===== src/rtl/reif_fifo.sv =====
// ----------------------------------------------------------------------------
// reif_fifo: small register queue
// First-in first-out buffer with full and empty flags; depth a power of two.
// ----------------------------------------------------------------------------
`default_nettype none

module reif_fifo #(
  parameter int unsigned W     = 8,
  parameter int unsigned DEPTH = 2
) (
  input  wire logic         clk_i,
  input  wire logic         rst_ni,
  input  wire logic         wr_i,
  input  wire logic [W-1:0] wdata_i,
  output logic              full_o,
  input  wire logic         rd_i,
  output logic [W-1:0]      rdata_o,
  output logic              empty_o
);

  localparam int unsigned PtrW = (DEPTH > 1) ? $clog2(DEPTH) : 1;
  localparam int unsigned CntW = $clog2(DEPTH + 1);

  logic [W-1:0]    mem_q [DEPTH];
  logic [PtrW-1:0] wptr_q, rptr_q;
  logic [CntW-1:0] cnt_q;
  logic            do_wr, do_rd;

  assign full_o  = (cnt_q == CntW'(DEPTH));
  assign empty_o = (cnt_q == '0);
  assign do_wr   = wr_i && !full_o;
  assign do_rd   = rd_i && !empty_o;
  assign rdata_o = mem_q[rptr_q];

  // storage words, no reset needed
  always_ff @(posedge clk_i) begin
    if (do_wr) begin
      mem_q[wptr_q] <= wdata_i;
    end
  end

  // pointers and fill count
  always_ff @(posedge clk_i or negedge rst_ni) begin
    if (!rst_ni) begin
      wptr_q <= '0;
      rptr_q <= '0;
      cnt_q  <= '0;
    end else begin
      if (do_wr) wptr_q <= wptr_q + 1'b1;
      if (do_rd) rptr_q <= rptr_q + 1'b1;
      if (do_wr && !do_rd)      cnt_q <= cnt_q + 1'b1;
      else if (do_rd && !do_wr) cnt_q <= cnt_q - 1'b1;
    end
  end

endmodule

`default_nettype wire


===== config.mk =====
export PLATFORM = sky130hd
export DESIGN_NAME = reif_fifo
export DESIGN_NICKNAME = d
export VERILOG_FILES = /design/src/rtl/reif_fifo.sv
export SDC_FILE = /design/constraint.sdc
export NUM_CORES = 1
export LEC_CHECK = 0
export BUFFER_PORTS_ARGS = -buffer_cell sky130_fd_sc_hd__buf_2
export CAP_MARGIN = 0
export CORE_MARGIN = 4
export CORE_UTILIZATION = 48
export DETAILED_ROUTE_END_ITERATION = 8
export GPL_TIMING_DRIVEN = 1
export PLACE_DENSITY = 0.85
export SYNTH_ARGS = -nofsm -noshare
export SYNTH_HDL_FRONTEND = slang
export SYNTH_SLANG_ARGS = --single-unit

===== constraint.sdc =====
create_clock -name clk_i -period 2 [get_ports clk_i]
set_clock_uncertainty 0.1 [all_clocks]
set_input_delay 0.4 -clock clk_i [delete_from_list [all_inputs] [get_ports clk_i]]
set_output_delay 0.4 -clock clk_i [all_outputs]
set_load 0.1 [all_outputs]

==> metrics.md, run 1 <==
| Metric | Value |
|---|---|
| Outcome | `finished clean` |
| Hold Violations, Final | `0` |
| CTS tree | `yes` |
| Placer Congestion | `approximately 0.76` |
| Drt pass-1 iters | `4` |
| Detail Placement HPWL | `between 900 and 1000 um` |
| Clock sinks | `20` |
| Die height | `a little under 50 um` |
| Reg2reg setup slack | `roughly 0.40 ns` |
| Area leader, netlist | `edfxtp_1` |
| Slew at the pin with the worst max-slew slack | `slightly below 0.5 ns` |
| Footprint of the multi-input gates | `about 190 um^2` |
| Area Overhead vs Synth | `23.7%` |
| Worst r2r src | `cnt_q[0]` |
| Mux cell area share after synthesis | `0.115` |
| Rel. slew slack | `0.678` |
| Synth Register Bits | `20` |
| H-tree depth | `1` |
| Vias | `roughly 420` |
| Netlist cell types | `15` |
| CP max-delay cell | `dfrtp_2` |
| Initial antenna violation count | `0` |
| Clock buffer depth | `2` |
| Critical Path Source | `rptr_q` |
| Synth Cell Area | `about 780 um^2` |
| Simple-Gate Fraction of Synth Area | `0.0384` |
| Adder-cell share of the synthesized area | `0.0160` |
| Core Footprint | `around 1500 um^2` |
| Total Routed Length | `1190 um` |
| Pin count of the biggest net entering global routing | `12` |
| Crit path required time | `1.50 ns` |
| Ant diodes | `0` |
| Synth top area share | `0.614` |
| Seq/Total Area, Yosys | `0.742` |
| Initial Util | `0.513` |
| WS Path Type | `flip-flop to primary output` |
| Xor/xnor share of the synthesized area | `0.0656` |
| Layout cells sized above 1 | `0.451` |
| Die area | `2340 um^2` |
| Min cycle time layout | `approximately 1.9 ns` |
| WHS Path Cells | `1` |
| Crit path launch type | `flip-flop` |
| Cell Area, Placed | `between 900 and 1000 um^2` |
| Clk pin slew, worst setup/hold paths | `between 0.1 and 0.15 ns` |
| DR iter-0 viols | `3` |
| Worst Path Arrival | `between 1 and 1.5 ns` |
| Final slew viol count | `0` |
| Final #Nets | `85` |
| HP Class | `primary input to flip-flop` |
| Ports | `22` |
| Final setup vio count | `0` |
| Critical Path Max Stage Delay | `0.50 ns` |
| IO buf count | `21` |
| Remaining global-route overflow | `0` |
| Via-to-Cell Ratio | `4.87` |
| # fillers | `between 100 and 150` |
| TritonCTS buffer count | `3` |
| Syn Area/Cell | `17.8 um^2` |
| Root buf cell | `clkbuf_4` |
| Vias in the first global route | `439` |
| Final ANT Viol Nets | `0` |
| Syn. warnings | `0` |
| Final Cell Area | `around 970 um^2` |
| Worst setup path endpoint | `rdata_o[4]` |
| First-pass GRT wire length | `about 2000 um` |
| Reg2reg end | `mem_q[0][2]` |
| Core Rows | `14` |
| Sequential cell area | `approximately 580 um^2` |
| Largest family of logic cells by synthesized area | `multiplexers` |
| Gate Count Post-Synth | `44` |
| Syn Nets | `57` |
| Worst path cell trace | `mux2_1, buf_2` |
| Mean routed wirelength per cell | `between 10 and 15 um` |
| Crit path max fanout | `9` |
| # DRC | `0` |
| Period Utilization, post-route | `0.964` |
| GRT Resource Usage Total | `0.113` |
| Top area cells in the synthesized netlist | `edfxtp_1 (61%), dfrtp_1 (13%), mux2_1 (8.6%)` |
| Clock Latency Late Sink | `0.30 ns` |
| F_max | `between 500 and 600 MHz` |
| MaxCap Viol Count | `0` |
| Post-synthesis compound-gate area fraction | `0.00640` |
| R2R depth | `4` |
| Hold slack | `0.185 ns` |
| Crit end category | `primary output` |
| DIE WIDTH | `between 40 and 50 um` |
[synthesized netlist by cell type]
cell type / number
nor2_1: 3
edfxtp_1: 16
xnor2_2: 1
mux2_2: 2
xnor2_1: 2
dfrtp_1: 4
nand2_2: 1
inv_1: 2
o21ai_1: 1
nand2b_1: 1
buf_2: 1
ha_1: 1
xor2_1: 2
mux2_1: 6
and3_1: 1
[placed cells by master (no fill, tap or decap), drive strengths merged]
cell type,n
buf,19
nand2b,1
nand2,1
inv,2
xnor2,3
edfxtp,16
nor2,3
dfrtp,4
o21ai,1
ha,1
xor2,2
and3,1
dlygate4sd3,1
clkbuf,8
mux2,8
[area by class of cell]
| cell class | instances | share of cell area |
|---|---|---|
| Timing Repair Buffer | 24 | 0.145 |
| Inverter | 2 | 0.00776 |
| Sequential cell | 20 | 0.602 |
| Clock buffer | 4 | 0.0272 |
| Multi-Input combinational cell | 21 | 0.198 |
| Tap cell | 16 | 0.0207 |
[repair_timing]
item / 4_1_cts / 5_1_grt
hold endpoints to repair: 4 / 0
gates resized for setup: 1 / 4
pin swaps: 0 / 0
hold buffers: 1 / 0
setup buffers: 0 / 1
endpoints found under the setup margin: 8 / 7
[flip-flops by register name (all words and copies together), names as in the netlist]
name	count
mem_q	16
cnt_q	2
wptr_q	1
rptr_q	1
[stage by stage]
stage / util / setup WS [ns] / setup TNS (ns) / std cells
detailed placement: 0.599 / 0.252 / 0 / 81
global placement: 0.599 / 0.292 / 0 / 81
finish: 0.635 / 0.0719 / 0 / 87
CTS: 0.623 / 0.0187 / 0 / 86
floorplan: - / 0.210 / 0 / 44
global route: 0.635 / -0.000380 / -0.000380 / 87
[how the worst min path moves through the flow]
| stage | from | to | slack [ns] |
|---|---|---|---|
| final | wdata_i[0] | mem_q[1][0] | 0.19 |
| after global routing | wdata_i[5] | mem_q[1][5] | 0.16 |
| after CTS | wdata_i[0] | mem_q[0][0] | 0.18 |
| after detailed placement | rst_ni | wptr_q | 0.11 |
| after global placement | rst_ni | cnt_q[1] | 0.11 |
| after floorplan | rst_ni | cnt_q[0] | 0.004 |
[routing by layer]
layer	up-vias	wire length [um]	track usage
li1	211	-	-
met1	197	501	0.145
met2	14	612	0.167
met3	2	66	0.0215
met4	0	12	0.0829
met5	-	0	0
[cells by family (layout without fill, tap and decap cells)]
group | after synthesis | after routing
flops | 20 | 20
buf+inv | 3 | 30
simple gates | 6 | 6
mux | 8 | 8
fa+ha+maj | 1 | 1
xor+xnor | 5 | 5
compound gates | 1 | 1
[worst max-delay path: cells and delay by family (launching register included)]
| family | cells | cell delay, ns |
|---|---|---|
| flip-flops | 1 | 0.50 |
| buffers and inverters | 1 | 0.42 |
| multiplexers | 1 | 0.22 |
Power of run 1 is left out: the tool's default activity adds up to more than one toggle a clock period on the data nets, which glitch-free logic cannot reach.
==> inputs of run 2 (changes only) <==
ABC_CLOCK_PERIOD_IN_PS = 1800   (was not set)
clock period = 1.8 ns   (was 2 ns; I/O delays follow)
==> metrics.md, run 2 (synthesized netlist as in run 1, its figures left out) <==
| Metric | Value |
|---|---|
| Core Footprint | `roughly 1500 um^2` |
| Period Utilization, post-route | `1.01` |
| Core Rows | `14` |
| First-pass GRT wire length | `2180 um` |
| Final #Nets | `90` |
| Worst Path Arrival | `approximately 1.4 ns` |
| Die area | `2340 um^2` |
| Setup WS pre-CTS | `0.114 ns` |
| M1 GR Usage | `0.144` |
| Flip-flop count of the largest register after layout | `16` |
| Clock buffer depth | `2` |
| TritonCTS buffer count | `3` |
| Ant diodes | `0` |
| Die height | `48.4 um` |
| GRT Resource Usage Total | `0.124` |
| Largest Register | `mem_q` |
| Initial Util | `0.513` |
| Crit path required time | `roughly 1.3 ns` |
| F_max | `between 500 and 600 MHz` |
| Clk pin slew, worst setup/hold paths | `about 0.11 ns` |
| H-tree depth | `1` |
| Final core occ | `0.755` |
| Final setup vio count | `6` |
| Placer Congestion | `0.738` |
| Clock Latency Late Sink | `0.29 ns` |
| Min cycle time layout | `1.83 ns` |
| DR iter-0 viols | `10` |
| Total Routed Length | `1550 um` |
| Final ANT Viol Nets | `0` |
| Crit end category | `primary output` |
| Vias in the first global route | `480` |
| Root buf cell | `clkbuf_4` |
| Top flop regs | `mem_q x16, cnt_q x2` |
| Hold Violations, Final | `0` |
| WS Path Type | `flip-flop to primary output` |
| Final slew viol count | `0` |
| Commonest non-fill, non-tap cell in the layout | `edfxtp_1` |
| DIE WIDTH | `48.4 um` |
| Pin count of the biggest net entering global routing | `12` |
| Rel. slew slack | `0.678` |
| Grt met2 use | `0.200` |
| Outcome | `finished with violations` |
| RSZ-0062 raised after global routing | `true` |
| # fillers | `94` |
| M3 GR Usage | `0.0215` |
| Final worst setup slack | `-0.0261 ns` |
| Most frequent cells in the layout | `edfxtp_1 (16), buf_2 (12), buf_12 (8), mux2_4 (5), buf_4 (5)` |
| Via-to-Cell Ratio | `between 4 and 5` |
| Crit path launch type | `flip-flop` |
| Drt pass-1 iters | `4` |
| MaxCap Viol Count | `0` |
| Clock sinks | `20` |
| Hold slack | `0.142 ns` |
| Slew at the pin with the worst max-slew slack | `~0.49 ns` |
| Crit path max fanout | `4` |
| Violated checks | `negative setup slack` |
| IO buf count | `21` |
| Gr busiest metal | `met2` |
| Ports | `22` |
| # DRC | `0` |
| Initial antenna violation count | `0` |
| Area Overhead vs Synth | `47.2%` |
| Mean routed wirelength per cell | `between 15 and 20 um` |
| HP Class | `primary input to flip-flop` |
| Vias | `around 460` |
| Detail Placement HPWL | `just under 900 um` |
| Layout cells sized above 1 | `0.566` |
| Setup TNS | `-0.0864 ns` |
| Remaining global-route overflow | `0` |
| CTS tree | `yes` |
## run 2: layer usage
metal | wire (um) | vias to the layer above
met5 | 0 | -
met4 | 36 | 0
met3 | 53 | 4
met2 | 866 | 16
met1 | 597 | 216
li1 | - | 223
## run 2: repair_timing
action | in CTS | in global routing
setup endpoints to repair | 8 | 8
hold buffers | 1 | 0
gates resized for setup | 37 | 10
setup buffers | 4 | 1
endpoints found under the hold margin | 4 | 0
## run 2: layout make-up
type                            count  area, um^2  area share
Timing Repair Buffer               29         305       0.265
Sequential cell                    20         582       0.505
Inverter                            2        7.51     0.00652
Multi-Input combinational cell     21         210       0.183
Clock buffer                        4        26.3      0.0228
Tap cell                           16        20.0      0.0174
## run 2: worst max-delay path, cell delays in order, from the launching register on
cell,delay [ns]
dfrtp_2,0.44
buf_6,0.14
mux2_4,0.32
buf_12,0.17
## run 2: per-stage QoR
stage,cells,instance area (um^2)
floorplan,44,785
global placement,82,935
detailed placement,82,935
CTS,91,1100
global route,92,1150
finish,92,1150
## run 2: path summary, 6_finish.rpt
| kind | from | slack (ns) | end | cells after the start |
|---|---|---|---|---|
| min in group asynchronous | rst_ni | 0.28 | rptr_q | 2 |
| max in group asynchronous | rst_ni | 1.18 | rptr_q | 2 |
| hold / removal | wdata_i[5] | 0.14 | mem_q[1][5] | 1 |
| setup / recovery | rptr_q | -0.03 | rdata_o[1] | 3 |
| setup reg to reg | cnt_q[0] | 0.21 | cnt_q[1] | 7 |
| hold reg to reg | wptr_q | 0.42 | wptr_q | 1 |
Power of run 2 is left out for the same reason.
