[src/rtl/reif_pkg.sv]
// ----------------------------------------------------------------------------
// reif_pkg: shared types and constants
// Widths, register indexes and the side-sample word of the edge fill block.
// ----------------------------------------------------------------------------
`default_nettype none

package reif_pkg;

  localparam int unsigned ValW     = 8;
  localparam int unsigned PosW     = 12;
  localparam int unsigned CfgW     = 13;
  localparam int unsigned CfgIdxW  = 3;
  localparam int unsigned NumSides = 4;
  localparam int unsigned MaxDim   = 4096;

  // weight 65536/d needs 17 bits (d = 1 gives 65536)
  localparam int unsigned WeightW  = 17;
  localparam int unsigned ProdW    = ValW + WeightW;
  localparam int unsigned SumW     = ProdW + 2;
  localparam int unsigned WsumW    = WeightW + 2;
  localparam logic [WeightW-1:0] WeightOne = 17'h10000;

  // sides, in lane order
  localparam int unsigned SideLeft   = 0;
  localparam int unsigned SideTop    = 1;
  localparam int unsigned SideRight  = 2;
  localparam int unsigned SideBottom = 3;

  typedef enum logic [CfgIdxW-1:0] {
    CfgRectW     = 3'd0,
    CfgRectH     = 3'd1,
    CfgHasLeft   = 3'd2,
    CfgHasTop    = 3'd3,
    CfgHasRight  = 3'd4,
    CfgHasBottom = 3'd5
  } cfg_idx_e;

  // border samples and presence of each side
  typedef struct packed {
    logic [NumSides-1:0]           has;
    logic [NumSides-1:0][ValW-1:0] val;
  } reif_side_t;

endpackage

`default_nettype wire

[src/rtl/reif_front.sv]
// ----------------------------------------------------------------------------
// reif_front: register file and distance stage
// Holds the rectangle setup and turns a pixel position into four distances.
// ----------------------------------------------------------------------------
`default_nettype none

module reif_front #(
  parameter int unsigned MAX_DIM = reif_pkg::MaxDim,
  parameter int unsigned DW      = 13
) (
  input  wire logic                              clk_i,
  input  wire logic                              rst_ni,
  input  wire logic                              cfg_we_i,
  input  wire logic [reif_pkg::CfgIdxW-1:0]      cfg_idx_i,
  input  wire logic [reif_pkg::CfgW-1:0]         cfg_wdata_i,
  input  wire logic [reif_pkg::PosW-1:0]         pos_x_i,
  input  wire logic [reif_pkg::PosW-1:0]         pos_y_i,
  input  wire logic [reif_pkg::ValW-1:0]         left_val_i,
  input  wire logic [reif_pkg::ValW-1:0]         top_val_i,
  input  wire logic [reif_pkg::ValW-1:0]         right_val_i,
  input  wire logic [reif_pkg::ValW-1:0]         bottom_val_i,
  output logic [reif_pkg::NumSides-1:0][DW-1:0]  dist_o,
  output reif_pkg::reif_side_t                   side_o
);

  localparam logic [DW-1:0] MaxDimL = DW'(MAX_DIM);

  logic [reif_pkg::CfgW-1:0] rect_w_q, rect_h_q;
  logic has_left_q, has_top_q, has_right_q, has_bottom_q;
  logic [DW-1:0] size_w, size_h, px, py;

  // configuration registers
  always_ff @(posedge clk_i or negedge rst_ni) begin
    if (!rst_ni) begin
      rect_w_q     <= reif_pkg::CfgW'(1);
      rect_h_q     <= reif_pkg::CfgW'(1);
      has_left_q   <= 1'b0;
      has_top_q    <= 1'b0;
      has_right_q  <= 1'b0;
      has_bottom_q <= 1'b0;
    end else if (cfg_we_i) begin
      case (cfg_idx_i)
        reif_pkg::CfgRectW:     rect_w_q     <= cfg_wdata_i;
        reif_pkg::CfgRectH:     rect_h_q     <= cfg_wdata_i;
        reif_pkg::CfgHasLeft:   has_left_q   <= cfg_wdata_i[0];
        reif_pkg::CfgHasTop:    has_top_q    <= cfg_wdata_i[0];
        reif_pkg::CfgHasRight:  has_right_q  <= cfg_wdata_i[0];
        reif_pkg::CfgHasBottom: has_bottom_q <= cfg_wdata_i[0];
        default: ;
      endcase
    end
  end

  // clamp size, then distances; far side never below 1
  always_comb begin
    px     = DW'(pos_x_i);
    py     = DW'(pos_y_i);
    size_w = (DW'(rect_w_q) > MaxDimL) ? MaxDimL : DW'(rect_w_q);
    size_h = (DW'(rect_h_q) > MaxDimL) ? MaxDimL : DW'(rect_h_q);
    dist_o[reif_pkg::SideLeft]   = px + 1'b1;
    dist_o[reif_pkg::SideTop]    = py + 1'b1;
    dist_o[reif_pkg::SideRight]  = (size_w > px) ? size_w - px : DW'(1);
    dist_o[reif_pkg::SideBottom] = (size_h > py) ? size_h - py : DW'(1);
  end

  always_comb begin
    side_o.has[reif_pkg::SideLeft]   = has_left_q;
    side_o.has[reif_pkg::SideTop]    = has_top_q;
    side_o.has[reif_pkg::SideRight]  = has_right_q;
    side_o.has[reif_pkg::SideBottom] = has_bottom_q;
    side_o.val[reif_pkg::SideLeft]   = left_val_i;
    side_o.val[reif_pkg::SideTop]    = top_val_i;
    side_o.val[reif_pkg::SideRight]  = right_val_i;
    side_o.val[reif_pkg::SideBottom] = bottom_val_i;
  end

endmodule

`default_nettype wire

[config.mk]
export PLATFORM = sky130hd
export DESIGN_NAME = reif_front
export DESIGN_NICKNAME = d
export VERILOG_FILES = /design/src/rtl/reif_pkg.sv /design/src/rtl/reif_front.sv
export SDC_FILE = /design/constraint.sdc
export NUM_CORES = 1
export LEC_CHECK = 0
export ABC_AREA = 0
export BUFFER_PORTS_ARGS = -buffer_cell sky130_fd_sc_hd__buf_2
export CAP_MARGIN = 10
export CORE_UTILIZATION = 43
export DETAILED_ROUTE_END_ITERATION = 6
export PLACE_DENSITY_LB_ADDON = 0.1
export SYNTH_ARGS = -nofsm -noshare
export SYNTH_HDL_FRONTEND = slang
export SYNTH_SLANG_ARGS = --single-unit
[constraint.sdc]
create_clock -name clk_i -period 2.6 [get_ports clk_i]
set_input_delay 0.26 -clock clk_i [delete_from_list [all_inputs] [get_ports clk_i]]
set_output_delay 0.26 -clock clk_i [all_outputs]
set_load 0.02 [all_outputs]
==> summary.md, run 1 <==
| Metric | Value |
|---|---|
| CP required | `between 2 and 2.5 ns` |
| Total GRT Usage | `0.238` |
| Critical path's most frequent cell | `buf_6` |
| CTS Hold Buffers Added | `0` |
| Hold slack | `-0.00802 ns` |
| Clk sink count | `30` |
| Post-synthesis compound-gate area fraction | `0.116` |
| Footprint of the multi-input gates | `approximately 2700 um^2` |
| Failing checks | `negative hold slack, negative setup slack` |
| Layout cells sized above 1 | `0.553` |
| Die width | `about 91 um` |
| FF-to-FF Start | `rect_h_q[12]` |
| LEAKAGE | `2.35 nW` |
| Mapped Area | `about 3400 um^2` |
| Switch share | `0.409` |
| Die Y-Extent | `91.1 um` |
| CP cell instances | `buf_6, buf_6, nor2b_4, ha_4, nor2b_4, o2111ai_2, a31o_1, nor2b_4, o31a_1, buf_6, a31oi_4, buf_6` |
| Critical path's slowest cell | `dfrtp_1` |
| Antenna Cells | `0` |
| Final ANT Viol Nets | `0` |
| Status | `finished, violations left` |
| First-iteration detailed-routing DRC count | `around 130` |
| Pre-CTS setup slack | `-0.121 ns` |
| CTS tree | `yes` |
| Post-Synth XOR/XNOR Area | `0.0976` |
| Port Buffers | `98` |
| Final WL | `approximately 9.9 mm` |
| Clock Latency Late Sink | `roughly 0.28 ns` |
| CTS root buf | `clkbuf_8` |
| Syn-to-layout area delta | `48.2%` |
| Final clock skew | `0 ns` |
| Net Sw Power | `roughly 0.0016 W` |
| Gate Count Post-Synth | `between 300 and 400` |
| Yosys top cell area share | `0.205` |
| Synth warnings | `0` |
| Int Power | `around 0.0023 W` |
| Clk slew on worst S/H paths | `0.07 ns` |
| Post-Synth Simple-Gate Area | `0.206` |
| Relative slew slack | `0.563` |
| Syn_area_per_cell | `8.68 um^2` |
| Finished Layout Cells | `626` |
| Die area | `8290 um^2` |
| Layout Nets | `roughly 630` |
| Reg2reg end | `rect_h_q[12]` |
| Mean routed wirelength per cell | `around 16 um` |
| Crit path time final | `2.98 ns` |
| Worst r2r path cells | `3` |
| EDFF count, synth | `0` |
| Util after Layout | `0.658` |
| GP Congestion | `0.910` |
| Number of synthesized register bits | `30` |
| Asr flop ratio synth | `1.00` |
| Largest family of logic cells by synthesized area | `simple AND/OR/NAND/NOR gates` |
| Detailed-route DRC error count | `0` |
| CP Launch Type | `flop` |
| CTS Buf Count | `5` |
| First-pass iteration count of the detailed router | `4` |
| Clock share of power | `0.125` |
| Vias | `3255` |
| Slew @ Worst Pin | `0.655 ns` |
| MaxCap Viol Count | `0` |
| Comb pwr share | `0.714` |
| Max-slew violation count | `0` |
| Fmax | `336 MHz` |
| Core Area | `7690 um^2` |
| Reg2reg setup slack | `1.56 ns` |
| Unrepaired setup endpoints after global routing | `true` |
| Final-report setup violation count | `26` |
| Setup crit end kind | `output port` |
| Row count | `32` |
| WP data arrival | `about 2.7 ns` |
| Synth unique cells | `54` |
| Critical setup path kind | `flop to output port` |
| Crit-path leading delay family | `compound AO/OA/AOI/OAI gates` |
| Dpl cells | `between 500 and 600` |
| Vias in the first global route | `between 3000 and 4000` |
| Maximum vdd drop | `around 0.00042 V` |
| Final WS setup | `-0.375 ns` |
| Post-synthesis mux area share | `0.105` |
| Cell type with the largest total area after synthesis | `dfrtp_1` |
| H-tree level count | `2` |
| Part of the power in registers | `0.161` |
| Initial core utilization | `0.444` |
| CP bufs+invs | `4` |
| Worst path max stage delay | `0.42 ns` |
| Top Ports | `between 150 and 200` |
| Global-route wire length before repair | `about 16 mm` |
| Crit share post-route | `1.14` |
| Hold Path Class | `input port to asynchronous set/reset pin` |
| Remaining global-route overflow | `0` |
| Antenna violations before repair | `1` |
| Dpl hpwl | `around 7.6 mm` |
| Largest net degree at the start of global routing | `31` |
| Post-synthesis adder-cell area fraction | `0.129` |
| Filler cells | `672` |
| Cell Pwr Density | `roughly 800 nW/um^2` |
| CP Max Fanout | `4` |
| Area taken by flip-flops and latches | `approximately 750 um^2` |
| Mapped Nets | `502` |
| Via density | `a little over 5` |
| Commonest non-fill, non-tap cell in the layout | `buf_2` |
| Synth Flop Type | `dfrtp_1` |
| Most frequent cells in the layout | `72 x buf_2, 54 x buf_4, 40 x buf_6, 30 x mux2_2` |
| Final hold violation count | `10` |
| Seq/Total Area, Yosys | `0.221` |
| Clock Tree Buf Depth | `2` |
| Synth area leaders | `dfrtp_1 21%, ha_1 12%, mux2_2 9.9%` |
==> sequential cells by signal (all words and copies together), names as in the netlist <==
register,flops
has_bottom_q,1
has_left_q,1
has_right_q,1
has_top_q,1
rect_h_q,13
rect_w_q,13
==> worst max path at each step <==
| stage | from | to | slack (ns) | cells past startpoint |
|---|---|---|---|---|
| CTS | rect_h_q[12] | dist_o[49] | -0.32 | 11 |
| detailed placement | rect_h_q[12] | dist_o[49] | -0.12 | 10 |
| finish | rect_h_q[12] | dist_o[49] | -0.38 | 12 |
| global route | rect_h_q[12] | dist_o[49] | -0.46 | 11 |
| floorplan | rect_h_q[12] | dist_o[49] | -0.08 | 10 |
| global placement | rect_h_q[12] | dist_o[51] | -0.06 | 11 |
==> synthesized netlist by cell type (all sizes together), types with 3 or more instances <==
master	number
nand4b	3
xnor2	28
a21oi	19
nor2b	26
nor2	32
buf	41
a211oi	3
dfrtp	28
nand2b	5
and3	5
a21o	9
nor4	3
nand2	14
xor2	10
nand4	4
ha	32
inv	30
nor3	7
nand3	18
and2	3
o21ai	12
mux2	30
==> metal layers <==
layer  track usage  share of wire  vias to the layer above
met4        0.0860          0.025                        0
li1              -              -                     1572
met5             0              0                        -
met1         0.269           0.41                     1569
met3        0.0486          0.055                       21
met2         0.440           0.51                       93
==> worst reg2reg max path: stages, from the launching register on <==
cell and delay (ns):
dfrtp_1 0.42, buf_6 0.14, buf_6 0.12, mux2_2 0.26
==> layout make-up <==
cell class	count	share of cell area
Timing Repair Buffer	166	0.241
Tap cell	102	0.0252
Multi-Input combinational cell	290	0.539
Clock inverter	1	0.00594
Sequential cell	30	0.149
Inverter	30	0.0228
Clock buffer	7	0.0171
==> cell families (layout without fill, tap and decap cells) <==
| group | Yosys count | after routing |
|---|---|---|
| muxes | 32 | 32 |
| buffers and inverters | 73 | 204 |
| adders and majority gates | 34 | 34 |
| and+or+nand+nor | 128 | 128 |
| AOI/OAI and AO/OA | 58 | 58 |
| xor gates and xnor gates | 38 | 38 |
| DFF | 30 | 30 |
==> timing repair <==
item                       in CTS  in global routing
buffers inserted               23                  7
pin swaps                      50                 33
resized for setup             120                 42
gates cloned                    0                  0
setup endpoints to repair      26                 26
==> power by group through the flow <==
stage,Combinational (W),Clock (W),Sequential (W)
3_5_place_dp,0.00194,0,0.000641
4_1_cts,0.00256,0.000507,0.000636
2_1_floorplan,0.00142,0,0.000623
5_1_grt,0.00301,0.000526,0.000652
6_report,0.00282,0.000493,0.000637
3_3_place_gp,0.00192,0,0.000637
==> metrics by stage <==
stage	total power (W)	TNS (ns)	cell area, um^2
2_1_floorplan	0.00204	-0.0773	3470
3_3_place_gp	0.00256	-0.515	4040
3_5_place_dp	0.00258	-0.852	4040
4_1_cts	0.00370	-5.89	4780
5_1_grt	0.00419	-9.35	5050
6_report	0.00395	-6.52	5050
(Power assumes the default switching activity.)
==> run 2: changes to the inputs <==
MAX_ROUTING_LAYER = met4   (was default)
==> run 2 against run 1 <==
Net effect: the flow still finishes with violations (negative hold slack, negative setup slack); sequential power is essentially flat; fmax barely moved; routed wire length shrank 0.12%; combinational power is essentially flat; clock power is essentially flat; cell area about the same; core utilization hardly changed; die area stayed put; register-to-register slack barely moved; total power is essentially flat; first-iteration DRC count fell by 15%; hold slack got worse by 0.0016 ns; critical endpoint unchanged; largest power group unchanged; highest routed layer unchanged.
==> summary.md, run 2 (synthesized netlist as in run 1, its figures left out) <==
| Metric | Value |
|---|---|
| Remaining global-route overflow | `0 (unchanged)` |
| Reg2reg end | `rect_h_q[12] (unchanged)` |
| Port Buffers | `98 (unchanged)` |
| Final-report setup violation count | `26 (unchanged)` |
| CTS root buf | `clkbuf_8 (unchanged)` |
| Die width | `91.1 um (unchanged)` |
| Final WL | `9.86 mm (was 9.87 mm)` |
| H-tree level count | `2 (unchanged)` |
| Die area | `8290 um^2 (unchanged)` |
| Clk sink count | `30 (unchanged)` |
| Most frequent cells in the layout | `72 x buf_2, 54 x buf_4, 40 x buf_6, 30 x mux2_2 (unchanged)` |
| Hold slack | `-0.00965 ns (was -0.00802 ns)` |
| Dpl hpwl | `7.61 mm (unchanged)` |
| CP Launch Point | `rect_h_q[12] (unchanged)` |
| First-pass iteration count of the detailed router | `4 (unchanged)` |
| First-iteration detailed-routing DRC count | `106 (was 125)` |
| Reg2reg setup slack | `1.56 ns (about the same)` |
| Cell Pwr Density | `780 nW/um^2 (was 781 nW/um^2)` |
| Biggest regs | `rect_h_q: 13 flops, rect_w_q: 13 flops (unchanged)` |
| Total GRT Usage | `0.245 (was 0.238)` |
| Clk slew on worst S/H paths | `0.07 ns (about the same)` |
| GP Congestion | `0.925 (was 0.910)` |
| Relative slew slack | `0.563 (about the same)` |
| CP cell instances | `buf_6, buf_6, nor2b_4, ha_4, nor2b_4, o2111ai_2, a31o_1, nor2b_4, o31a_1, buf_6, a31oi_4, buf_6 (unchanged)` |
| CTS Hold Buffers Added | `0 (unchanged)` |
| Initial core utilization | `0.444 (unchanged)` |
| CP required | `2.34 ns (about the same)` |
| Setup crit end kind | `output port (unchanged)` |
| FF-to-FF Start | `rect_h_q[12] (unchanged)` |
| Layout Nets | `632 (unchanged)` |
| Filler cells | `671 (was 672)` |
| Final hold violation count | `10 (unchanged)` |
| Mean routed wirelength per cell | `15.7 um (was 15.8 um)` |
| Unrepaired setup endpoints after global routing | `true (unchanged)` |
| Commonest non-fill, non-tap cell in the layout | `buf_2 (unchanged)` |
| Vias in the first global route | `3300 (was 3299)` |
| Layout cells sized above 1 | `0.553 (unchanged)` |
| CTS tree | `yes (unchanged)` |
| MaxCap Viol Count | `0 (unchanged)` |
| Hold Path Class | `input port to asynchronous set/reset pin (unchanged)` |
| Final clock skew | `0 ns (unchanged)` |
| Vias | `3262 (was 3255)` |
| CP endpoint | `dist_o[49] (unchanged)` |
| Crit path time final | `2.97 ns (was 2.98 ns)` |
| Stages on worst setup path | `12 (unchanged)` |
| Worst path max stage delay | `0.42 ns (about the same)` |
| Util after Layout | `0.658 (about the same)` |
| Crit-path leading delay family | `compound AO/OA/AOI/OAI gates (unchanged)` |
| Clock Latency Late Sink | `0.28 ns (about the same)` |
| Global-route wire length before repair | `15.7 mm (about the same)` |
| Critical setup path kind | `flop to output port (unchanged)` |
| Antenna violations before repair | `1 (unchanged)` |
| LEAKAGE | `2.35 nW (about the same)` |
| CTS Buf Count | `5 (unchanged)` |
| Maximum vdd drop | `0.000423 V (about the same)` |
| Final ANT Viol Nets | `0 (unchanged)` |
| Top Ports | `163 (unchanged)` |
| CP Launch Type | `flop (unchanged)` |
| Critical path's slowest cell | `dfrtp_1 (unchanged)` |
| Slew @ Worst Pin | `0.655 ns (about the same)` |
| Status | `finished, violations left (unchanged)` |
| Crit share post-route | `1.14 (about the same)` |
| Fmax | `336 MHz (about the same)` |
| Setup TNS | `-6.49 ns (was -6.52 ns)` |
| Via density | `5.20 (about the same)` |
| Row count | `32 (unchanged)` |
| Final WS setup | `-0.375 ns (about the same)` |
| Detailed-route DRC error count | `0 (unchanged)` |
| Die Y-Extent | `91.1 um (unchanged)` |
| Critical path's most frequent cell | `buf_6 (unchanged)` |
| Pre-CTS setup slack | `-0.121 ns (unchanged)` |
| Failing checks | `negative hold slack, negative setup slack (unchanged)` |
| Max-slew violation count | `0 (unchanged)` |
| Clock Tree Buf Depth | `2 (unchanged)` |
| Worst r2r path cells | `3 (unchanged)` |
| Syn-to-layout area delta | `48.3% (was 48.2%)` |
| Core Area | `7690 um^2 (unchanged)` |
| CP bufs+invs | `4 (unchanged)` |
| CP Max Fanout | `4 (unchanged)` |
| Largest net degree at the start of global routing | `31 (unchanged)` |
| WP data arrival | `2.71 ns (was 2.72 ns)` |
run 2: cell count changes in the layout (fill, tap and decap cells not counted):
cell / change
diode_2: +1
run 2: metal layers:
metal  up-vias  GRT usage  wire length (um)
met4         0     0.0860               252
met5         -          -                 0
met1      1576      0.270              4050
li1       1574          -                 -
met2        91      0.440              5040
met3        21     0.0461               519
run 2: per-stage QoR:
stage                     cell area, um^2  power [W]  hold WS, ns  std cells
after global placement               4040    0.00256        0.327        589
after floorplan                      3470    0.00204      -0.0356        393
after detailed placement             4040    0.00258        0.329        589
after global routing                 5060    0.00419       0.0428        627
final                                5060    0.00395     -0.00965        627
after CTS                            4780    0.00370      0.00840        619
run 2: final cells by class:
cell class	instances	area [um^2]	area share
clock buffers	7	86.3	0.0171
flip-flops and latches	30	754	0.149
diodes	1	2.50	0.000495
inverters	30	115	0.0228
repair buffers	166	1220	0.240
well taps	102	128	0.0252
clock inverters	1	30.0	0.00594
multi-input cells	290	2730	0.539
run 2: worst min path at each step:
stage                       from  slack, ns      endpoint
after global routing      rst_ni       0.04    has_left_q
after floorplan           rst_ni      -0.04  has_bottom_q
after detailed placement  rst_ni       0.33    has_left_q
after CTS                 rst_ni      0.008    has_left_q
final                     rst_ni      -0.01    has_left_q
after global placement    rst_ni       0.33    has_left_q
run 2: what timing repair did:
item	in CTS	in global routing
gates resized for setup	120	42
cloned	0	0
setup endpoints to repair	26	26
pin swaps	50	33
buffers inserted	23	7
run 2: report_power, final:
group | leakage [nW] | total, W | switching (W) | internal [W]
Combinational | 1.94 | 0.00282 | 0.00137 | 0.00144
Sequential | 0.356 | 0.000637 | 0.0000612 | 0.000576
Clock | 0.0585 | 0.000494 | 0.000182 | 0.000312
